**src/rtl/bscd_pkg.sv**
```systemverilog
`default_nettype none

package bscd_pkg;

    // Largest frame in bytes, STX and ETX and BCC included.
    localparam int unsigned MAX_FRAME = 256;
    localparam int unsigned PAYLOAD_CAP_INT = ((MAX_FRAME - 3) < 253) ? (MAX_FRAME - 3) : 253;
    localparam logic [7:0] PAYLOAD_CAP = 8'(PAYLOAD_CAP_INT);

    localparam logic [7:0] CODE_STX = 8'h02;
    localparam logic [7:0] CODE_ETX = 8'h03;

    typedef enum logic [1:0] {
        PH_HUNT  = 2'd0,
        PH_BODY  = 2'd1,
        PH_CHECK = 2'd2
    } t_phase;

    typedef enum logic [1:0] {
        ST_GOOD     = 2'd0,
        ST_MISMATCH = 2'd1,
        ST_TOO_LONG = 2'd2
    } t_status;

    typedef enum logic {
        KIND_PAYLOAD = 1'b0,
        KIND_VERDICT = 1'b1
    } t_kind;

    typedef struct packed {
        t_phase     phase;
        logic [7:0] check;
        logic [7:0] count;
    } t_state;

    typedef struct packed {
        t_kind      kind;
        logic [7:0] payload_byte;
        t_status    status;
        logic [7:0] length;
    } t_result;

endpackage

`default_nettype wire

```
**src/rtl/bscd_step.sv**
```systemverilog
`default_nettype none

// Next frame state and the result word for one received byte.
module bscd_step (
    input  wire bscd_pkg::t_state  i_state,
    input  wire logic [7:0]        i_max_payload,
    input  wire logic [7:0]        i_rx_byte,
    output bscd_pkg::t_state       o_state,
    output logic                   o_res_valid,
    output bscd_pkg::t_result      o_res
);

    always_comb begin
        o_state     = i_state;
        o_res_valid = 1'b0;
        o_res       = '{kind: bscd_pkg::KIND_PAYLOAD, payload_byte: 8'd0,
                        status: bscd_pkg::ST_GOOD, length: 8'd0};

        unique case (i_state.phase)
            bscd_pkg::PH_BODY: begin
                if (i_rx_byte == bscd_pkg::CODE_ETX) begin
                    o_state.check = i_state.check ^ i_rx_byte;
                    o_state.phase = bscd_pkg::PH_CHECK;
                end else if (i_state.count >= i_max_payload) begin
                    // overrun: end the frame with a too-long verdict
                    o_res_valid    = 1'b1;
                    o_res.kind     = bscd_pkg::KIND_VERDICT;
                    o_res.status   = bscd_pkg::ST_TOO_LONG;
                    o_res.length   = i_state.count;
                    o_state.phase  = bscd_pkg::PH_HUNT;
                end else begin
                    o_state.check      = i_state.check ^ i_rx_byte;
                    o_state.count      = i_state.count + 8'd1;
                    o_res_valid        = 1'b1;
                    o_res.payload_byte = i_rx_byte;
                end
            end
            bscd_pkg::PH_CHECK: begin
                o_res_valid   = 1'b1;
                o_res.kind    = bscd_pkg::KIND_VERDICT;
                o_res.status  = (i_rx_byte == i_state.check) ? bscd_pkg::ST_GOOD
                                                             : bscd_pkg::ST_MISMATCH;
                o_res.length  = i_state.count;
                o_state.phase = bscd_pkg::PH_HUNT;
            end
            default: begin
                // hunt, and the unused phase code
                if (i_rx_byte == bscd_pkg::CODE_STX) begin
                    o_state.check = 8'd0;
                    o_state.count = 8'd0;
                    o_state.phase = bscd_pkg::PH_BODY;
                end else begin
                    o_state.phase = bscd_pkg::PH_HUNT;
                end
            end
        endcase
    end

endmodule

`default_nettype wire

```
**src/rtl/bsc_frame_deframer_core.sv**
```systemverilog
`default_nettype none

// Receive deframer for a BSC-style byte stream (STX payload ETX BCC).
// Input channel: one received byte per word on i_rx_byte, i_in_valid/o_in_ready.
// Output channel: one result word per payload byte (kind 0, the byte itself,
// passed on at once) and one verdict word per frame (kind 1, status good,
// BCC mismatch or too long, plus the payload length). Bytes outside a frame
// and STX and ETX give no word; the BCC or overrun byte gives the verdict.
// Drop the frame's bytes downstream when the verdict is not good.
// Config channel: i_cfg_valid/o_cfg_ready writes max_payload from i_cfg_data,
// clamped to 1..PAYLOAD_CAP. Write it only while the block is idle.
// Results are registered: each goes to the output register, or to the skid
// register while the output holds. Throughput: one byte per cycle while
// o_in_ready is high, set by the single registered pass through the step logic.
// Stall: a two-entry output stage (output register plus skid register) lets
// the block take a byte while a result waits; o_in_ready drops only while the
// skid register is full.
// Reset: hunt for STX, BCC and count cleared, max_payload = PAYLOAD_CAP, both
// output entries empty.
module bsc_frame_deframer_core (
    input  wire logic       i_clk,
    input  wire logic       i_rst_n,
    input  wire logic       i_in_valid,
    output logic            o_in_ready,
    input  wire logic [7:0] i_rx_byte,
    output logic            o_out_valid,
    input  wire logic       i_out_ready,
    output logic            o_result_kind,
    output logic [7:0]      o_payload_byte,
    output logic [1:0]      o_frame_status,
    output logic [7:0]      o_frame_length,
    input  wire logic       i_cfg_valid,
    output logic            o_cfg_ready,
    input  wire logic [7:0] i_cfg_data
);

    // frame state
    bscd_pkg::t_state  r_state;
    bscd_pkg::t_state  n_state;
    logic [7:0]        r_max_payload;
    logic [7:0]        n_max_payload;

    // output register and skid register
    logic              r_out_valid;
    bscd_pkg::t_result r_out;
    logic              r_skid_valid;
    bscd_pkg::t_result r_skid;

    logic              step_res_valid;
    bscd_pkg::t_result step_res;
    logic              in_fire;
    logic              out_fire;

    assign o_in_ready  = !r_skid_valid;
    assign o_cfg_ready = 1'b1;
    assign in_fire     = i_in_valid && o_in_ready;
    assign out_fire    = r_out_valid && i_out_ready;

    bscd_step u_step (
        .i_state       (r_state),
        .i_max_payload (r_max_payload),
        .i_rx_byte     (i_rx_byte),
        .o_state       (n_state),
        .o_res_valid   (step_res_valid),
        .o_res         (step_res)
    );

    // clamp the written limit into 1..PAYLOAD_CAP
    always_comb begin
        if (i_cfg_data == 8'd0) begin
            n_max_payload = 8'd1;
        end else if (i_cfg_data > bscd_pkg::PAYLOAD_CAP) begin
            n_max_payload = bscd_pkg::PAYLOAD_CAP;
        end else begin
            n_max_payload = i_cfg_data;
        end
    end

    always_ff @(posedge i_clk) begin
        if (!i_rst_n) begin
            r_state.phase <= bscd_pkg::PH_HUNT;
            r_state.check <= 8'd0;
            r_state.count <= 8'd0;
            r_max_payload <= bscd_pkg::PAYLOAD_CAP;
        end else begin
            if (in_fire) begin
                r_state <= n_state;
            end
            if (i_cfg_valid) begin
                r_max_payload <= n_max_payload;
            end
        end
    end

    // Output stage control: refill the output register when it is empty or
    // taken; park a new result in the skid register when the output holds.
    always_ff @(posedge i_clk) begin
        if (!i_rst_n) begin
            r_out_valid  <= 1'b0;
            r_skid_valid <= 1'b0;
        end else begin
            if (out_fire || !r_out_valid) begin
                if (r_skid_valid) begin
                    r_out_valid  <= 1'b1;
                    r_skid_valid <= 1'b0;
                end else begin
                    r_out_valid <= in_fire && step_res_valid;
                end
            end else if (in_fire && step_res_valid) begin
                r_skid_valid <= 1'b1;
            end
        end
    end

    // Payload side: no reset needed.
    always_ff @(posedge i_clk) begin
        if (out_fire || !r_out_valid) begin
            if (r_skid_valid) begin
                r_out <= r_skid;
            end else begin
                r_out <= step_res;
            end
        end else if (in_fire && step_res_valid) begin
            r_skid <= step_res;
        end
    end

    assign o_out_valid    = r_out_valid;
    assign o_result_kind  = r_out.kind;
    assign o_payload_byte = r_out.payload_byte;
    assign o_frame_status = r_out.status;
    assign o_frame_length = r_out.length;

    // The skid entry only fills behind a held output word.
    a_skid_behind_out: assert property (@(posedge i_clk) disable iff (!i_rst_n)
        r_skid_valid |-> r_out_valid)
        else $error("skid register valid while output register empty");

    // An accepted STX while hunting opens a fresh frame.
    a_stx_opens_frame: assert property (@(posedge i_clk) disable iff (!i_rst_n)
        (in_fire && r_state.phase == bscd_pkg::PH_HUNT
         && i_rx_byte == bscd_pkg::CODE_STX)
        |=> (r_state.phase == bscd_pkg::PH_BODY && r_state.check == 8'd0
             && r_state.count == 8'd0))
        else $error("STX did not open a frame");

    // The payload limit stays within its clamped range.
    a_limit_range: assert property (@(posedge i_clk) disable iff (!i_rst_n)
        (r_max_payload != 8'd0) && (r_max_payload <= bscd_pkg::PAYLOAD_CAP))
        else $error("max_payload out of range");

endmodule

`default_nettype wire
```
**config.mk**
```make
export PLATFORM = sky130hd
export DESIGN_NAME = bsc_frame_deframer_core
export DESIGN_NICKNAME = d
export VERILOG_FILES = /design/src/rtl/bscd_pkg.sv /design/src/rtl/bscd_step.sv /design/src/rtl/bsc_frame_deframer_core.sv
export SDC_FILE = /design/constraint.sdc
export NUM_CORES = 1
export LEC_CHECK = 0
export BUFFER_PORTS_ARGS = -buffer_cell sky130_fd_sc_hd__buf_2
export CELL_PAD_IN_SITES_DETAIL_PLACEMENT = 1
export CELL_PAD_IN_SITES_GLOBAL_PLACEMENT = 1
export CORE_ASPECT_RATIO = 0.75
export CORE_UTILIZATION = 35
export DETAILED_ROUTE_END_ITERATION = 10
export GPL_TIMING_DRIVEN = 0
export MAX_ROUTING_LAYER = met4
export PLACE_DENSITY_LB_ADDON = 0.1
export SYNTH_ARGS = -nofsm -noshare
export SYNTH_HDL_FRONTEND = slang
export SYNTH_SLANG_ARGS = --single-unit
```
**constraint.sdc**
```tcl
create_clock -name i_clk -period 4.7 [get_ports i_clk]
set_input_delay 0.235 -clock i_clk [delete_from_list [all_inputs] [get_ports i_clk]]
set_output_delay 0.235 -clock i_clk [all_outputs]
set_load 0.02 [all_outputs]
```
==> metrics, run 1 <==
dpl ws=2.12 ns; most common flop cell mapped by yosys=edfxtp_1; number of nets in the layout=387; Reg2Reg Depth=8; Inserted Diodes=0; area added between synthesis and finish=20.9%; async set-reset flop share out of synthesis=0; Post-Route Skew=0.00611 ns; routed len/inst=16.7 µm; number of remaining DRC errors=0; path type of the worst min-delay path=input pin to flop; worst flop-to-flop path startpoint=r_state[0]; Post-DRT Antenna Nets=0; Detailed Route Iter0 Violations=149; # fillers=968; vias in the first global route=2494; wire length of the first global-routing pass=12800 µm; ratio of routed vias to standard cells=5.41; non-filler cells, final=468; cell leakage power=1.70 nW; normalized max-slew margin=0.317; top achievable clock speed=375 MHz; Vias=2530; critical path startpoint category=flop; CTS sink cnt=66; Final Hold Fails=0; buffers inserted by post-CTS timing repair=0; number of distinct library cells after synthesis=51; clock tree from TritonCTS=yes; maximum clock path buffer count=2; area of the multi-input gates=1390 µm²; worst skew pair latency=0.33 ns; number of CTS-inserted buffers=9; Maximum Capacitance Violations=0; data required time at the worst endpoint=4.79 ns; total power draw=1.36 mW; number of placed instances with taps included=452; sequential fraction of the synthesis area=0.528; number of cells on the worst hold path=3; setup repair after global routing missed its margin=false; Post-Synthesis Cell Area=3230 µm²; Post-Layout Inst Area=3900 µm²; overflow left after global routing=0; pin count of the biggest net entering global routing=23; end point of the worst hold path=r_max_payload[0]; cell at the root of the clock tree=clkbuf_16; starting density of the core=0.370; Arr. time, crit path=2.76 ns; Die X-Extent=113 µm; Synthesized Nets=333; startpoint-to-endpoint class of the critical path=flop to flop; start point of the worst min-delay path=i_cfg_data[0]; dpl hpwl=5740 µm; Slowest-stage cell, CP=clkbuf_1; number of pins exceeding their max-slew limit in the final report=0; clock-pin slew of the registers on the worst-case setup and hold paths=0.05 ns; fraction of final layout cells sized beyond drive strength 1=0.219; drt total wl=7790 µm; Worst Hold Margin=0.154 ns; count of port buffers added during placement=40; vertical die dimension=85.1 µm; critical path startpoint=r_state[0]; first-pass iteration count of the detailed router=5; weighted congestion reported at the end of routability-driven placement=0.746; H-tree level count=3; maximum fanout along the worst path=10; time the final worst path needs with I/O delays and setup=2.66 ns; actual transition at the worst max-transition pin=1.02 ns; GRT Overall Usage=0.182; final worst-path setup slack=2.04 ns; final setup fails=0; most common cell after layout, fill and taps aside=buf_2; CP Capture Type=flop; Sum Neg Setup Slack=0 ns; die outline area=9610 µm²; Period Utilization, post-route=0.567; register-to-register setup slack=2.04 ns; flip-flop and latch area=1700 µm²; Slowest Stage Delay on Critical Path=0.42 ns; most used cells in the layout excluding fill and tap cells=42 x buf_2, 38 x edfxtp_1, 28 x dfxtp_1; I/O pin count=43; cell count after synthesis=301; kind of cell adding the most delay to the critical path=compound AO/OA/AOI/OAI gates; number of resized instances in the post-cts repair step=0; Synthesis Warnings=0; Synth Register Bits=66; initial antenna violation count=0; maximum vdd ir drop=162 µV; mean instance size in the synthesized netlist=10.7 µm²; outcome=finished clean; end of the worst register-to-register path=o_frame_length[7]; Post-DP Area=3590 µm²; final core utilization=0.448; power per cell area=350 nW/µm²; core region area=8710 µm²; Critical path buffers and inverters=2; CTS Hold Bufs=0; CP Cell Sequence=inv_1 -> ha_1 -> nor2b_1 -> o21ai_0 -> a31o_2 -> clkbuf_1 -> a21oi_1 -> o41ai_1; number of enable flip-flop cells after synthesis=38; row cnt=29
worst min-delay path: cells and delay by family:
family | cells | cell delay, ns
AO/OA/AOI/OAI | 1 | 0.08
buffers and inverters | 1 | 0.08
AND/OR/NAND/NOR | 1 | 0.06
area by class of cell:
cell class	instances	area share
inverter	20	0.0192
buffer	14	0.0170
sequential	66	0.436
clock buffer	10	0.0587
tap	108	0.0346
multi-input combinational	201	0.356
clock inverter	6	0.0209
timing repair buffer	43	0.0571
worst max-delay path by stage:
stage	slack [ns]	depth (start not counted)	to
6_report	2.04	8	o_frame_length[7]
5_1_grt	1.87	8	o_frame_length[7]
4_1_cts	2.07	8	o_frame_length[7]
3_5_place_dp	2.12	8	o_frame_length[7]
3_3_place_gp	-1.38	3	r_skid[5]
2_1_floorplan	0.15	2	r_skid[0]
cells by family after synthesis:
group                      after synthesis  share of synthesized area
xor gates and xnor gates                 9                     0.0244
other                                    1                    0.00116
adders and majority gates               11                     0.0427
and+or+nand+nor                        111                      0.184
muxes                                   10                     0.0345
DFF                                     66                      0.528
AOI/OAI and AO/OA                       59                      0.142
buffers and inverters                   34                     0.0438
state kept, by name, summed over array words and instances, names as in the netlist:
register,cells
o_frame_status,2
r_skid,19
r_state,18
o_out_valid,1
r_skid_valid,1
o_payload_byte,8
o_result_kind,1
o_frame_length,8
r_max_payload,8
synth_stat cells, drive strengths merged, types with 2 or more instances:
| cell type | n | share of area |
|---|---|---|
| a31oi | 3 | 0.0078 |
| o21ai | 6 | 0.0093 |
| a31o | 2 | 0.0054 |
| nor2b | 8 | 0.016 |
| nand3 | 19 | 0.029 |
| ha | 11 | 0.043 |
| nor3 | 7 | 0.011 |
| dfxtp | 28 | 0.17 |
| and2 | 2 | 0.0047 |
| nand4 | 10 | 0.019 |
| and3 | 15 | 0.029 |
| o211ai | 11 | 0.026 |
| nor4 | 5 | 0.014 |
| o311ai | 2 | 0.0054 |
| xor2 | 8 | 0.022 |
| nand2 | 26 | 0.030 |
| or3 | 2 | 0.0039 |
| nand2b | 2 | 0.0039 |
| clkbuf | 9 | 0.010 |
| inv | 19 | 0.022 |
| buf | 5 | 0.010 |
| nor2 | 10 | 0.012 |
| a21oi | 12 | 0.020 |
| mux2 | 9 | 0.031 |
| edfxtp | 38 | 0.35 |
| a32o | 14 | 0.043 |
| or2 | 2 | 0.0039 |
where the power goes:
group	internal, mW	switching, mW	total, mW
clock	0.460	0.240	0.700
sequential	0.609	0.00134	0.611
combinational	0.0204	0.0336	0.0539
total	1.09	0.275	1.36
per-layer routing:
layer	GRT usage	vias to the layer above	wire [µm]
met4	0.0634	0	79
li1	-	1252	-
met5	-	-	0
met2	0.247	45	3120
met1	0.260	1225	4330
met3	0.0471	8	265
(Power assumes the default switching activity.)
==> run 2: changes to the inputs <==
==> constraint.sdc (replaced) <==
create_clock -name i_clk -period 2.4 [get_ports i_clk]
set_input_delay 0.12 -clock i_clk [delete_from_list [all_inputs] [get_ports i_clk]]
set_output_delay 0.12 -clock i_clk [all_outputs]
set_load 0.02 [all_outputs]
==> run 2 against run 1 <==
Non-clock buffer count decreased by 1. Combinational power increased by 95%. Sequential power increased by 96%. Worst setup slack got worse by 1.9 ns. Final cell count decreased by 0.21%. Flip-flop and latch count unchanged. Critical path type unchanged. Critical endpoint unchanged. Largest cell class unchanged.
==> metrics, run 2 (synthesized netlist as in run 1, its figures left out) <==
dpl ws=-0.201 ns (-2.32 ns); setup repair after global routing missed its margin=false; # fillers=967 (-0.10%); maximum fanout along the worst path=12 (+2); count of port buffers added during placement=40 (unchanged); outcome=finished clean; data required time at the worst endpoint=2.52 ns (-2.27 ns); vertical die dimension=85.1 µm (unchanged); normalized max-slew margin=0.294 (-0.0227); Arr. time, crit path=2.37 ns (-0.39 ns); vias in the first global route=2546 (+2.1%); GRT Overall Usage=0.192 (+0.00938); flip-flop count of the largest register, all copies and words added=19 (unchanged); core region area=8710 µm² (unchanged); time the final worst path needs with I/O delays and setup=2.25 ns (-0.412 ns); row cnt=29 (unchanged); top achievable clock speed=444 MHz (+18%); Final Hold Fails=0 (unchanged); maximum vdd ir drop=331 µV (+110%); Post-Layout Inst Area=4000 µm² (+2.4%); most used cells in the layout excluding fill and tap cells=41 x buf_2, 38 x edfxtp_1, 26 x nand2_1; number of remaining DRC errors=0 (unchanged); CTS sink cnt=66 (unchanged); start point of the worst min-delay path=i_cfg_data[0]; Vias=2506 (-0.95%); first-pass iteration count of the detailed router=4 (-1); die outline area=9610 µm² (unchanged); Detailed Route Iter0 Violations=122 (-18%); startpoint-to-endpoint class of the critical path=flop to flop; drt total wl=8100 µm (+4.0%); routed len/inst=17.4 µm (+4.2%); pin count of the biggest net entering global routing=23 (unchanged); dpl hpwl=5870 µm (+2.2%); Period Utilization, post-route=0.938 (+0.372); CTS Hold Bufs=0 (unchanged); maximum clock path buffer count=2 (unchanged); initial antenna violation count=0 (unchanged); ratio of routed vias to standard cells=5.37 (-0.74%); Post-DP Area=3580 µm² (-0.28%); cell at the root of the clock tree=clkbuf_16; I/O pin count=43 (unchanged); H-tree level count=3 (unchanged); clock tree from TritonCTS=yes; critical path startpoint category=flop; Post-DRT Antenna Nets=0 (unchanged); path type of the worst min-delay path=input pin to flop; number of cells on the worst hold path=3 (unchanged); non-filler cells, final=467 (-0.21%); CP Capture Type=flop; starting density of the core=0.370 (unchanged); actual transition at the worst max-transition pin=1.06 ns (+0.0341 ns); total power draw=2.93 mW (+110%); number of CTS-inserted buffers=9 (unchanged); Biggest register=r_skid; Regs by FF count=r_skid: 19 flops, r_state: 18 flops; weighted congestion reported at the end of routability-driven placement=0.760 (+1.8%); area added between synthesis and finish=23.9%; wire length of the first global-routing pass=13500 µm (+5.2%); worst skew pair latency=0.33 ns (about the same); cell leakage power=1.74 nW (+2.3%); Inserted Diodes=0 (unchanged); final worst-path setup slack=0.148 ns (-1.89 ns); worst flop-to-flop path startpoint=r_state[4]; area of the multi-input gates=1410 µm² (+1.5%); Sum Neg Setup Slack=0 ns (unchanged); critical path startpoint=r_state[4]; overflow left after global routing=0 (unchanged); flip-flop and latch area=1710 µm² (+0.22%); clock-pin slew of the registers on the worst-case setup and hold paths=0.06 ns (about the same); number of placed instances with taps included=449 (-0.66%); Post-Route Skew=0.00653 ns (+0.000421 ns); power per cell area=732 nW/µm² (+110%); Reg2Reg Depth=7 (-1); Maximum Capacitance Violations=0 (unchanged); fraction of final layout cells sized beyond drive strength 1=0.245 (+0.0257); Die X-Extent=113 µm (unchanged); number of nets in the layout=386 (-0.26%); final setup fails=0 (unchanged); most common cell after layout, fill and taps aside=buf_2; number of pins exceeding their max-slew limit in the final report=0 (unchanged)
-- run 2: cell types whose count changed in the layout (fill, tap and decap cells not counted), moves of 2 or more --
| cell | previous run | this run |
|---|---|---|
| clkbuf_1 | 10 | 7 |
| dfxtp_1 | 28 | 25 |
| dfxtp_2 | 0 | 3 |
| bufinv_16 | 2 | 4 |
| clkbuf_2 | 0 | 2 |
| clkinv_1 | 3 | 1 |
-- run 2: area by class of cell --
class | count | share of cell area
clock inverters | 6 | 0.0345
flip-flops and latches | 66 | 0.427
repair buffers | 44 | 0.0608
inverters | 20 | 0.0188
well taps | 108 | 0.0338
multi-input cells | 201 | 0.353
plain buffers | 12 | 0.0150
clock buffers | 10 | 0.0573
-- run 2: metal layers --
layer / vias up / track usage / part of all wire
met3: 5 / 0.0500 / 0.035
met2: 48 / 0.274 / 0.42
met5: - / - / 0
li1: 1245 / - / -
met1: 1208 / 0.266 / 0.53
met4: 0 / 0.0574 / 0.0086
-- run 2: through the flow --
stage                      util  hold slack [ns]
final                     0.459           0.0312
after global routing      0.459           0.0532
after CTS                 0.457           0.0246
after detailed placement  0.411            0.377
after global placement    0.411            0.363
after floorplan               -            0.249
-- run 2: worst paths after layout --
path	end	slack, ns
max	o_frame_length[7]	0.15
min	r_max_payload[0]	0.03
min reg2reg	r_max_payload[1]	0.48
max reg2reg	o_frame_length[7]	0.15
-- run 2: power by group --
part           internal, mW  switching [mW]
registers              1.19         0.00253
logic                0.0402          0.0647
clock network          1.13           0.500
-- run 2: timing repair --
item,4_1_cts,5_1_grt
endpoints found under the setup margin,32,22
gates resized for setup,1,8
pin swaps,2,2
buffers inserted,3,1
-- run 2: critical path, cell delays in order, from the launching register on --
cell	delay, ns
dfxtp_1	0.39
ha_1	0.31
o21ai_0	0.08
o21bai_1	0.23
buf_4	0.15
a31o_2	0.34
a21oi_1	0.21
o41ai_1	0.33
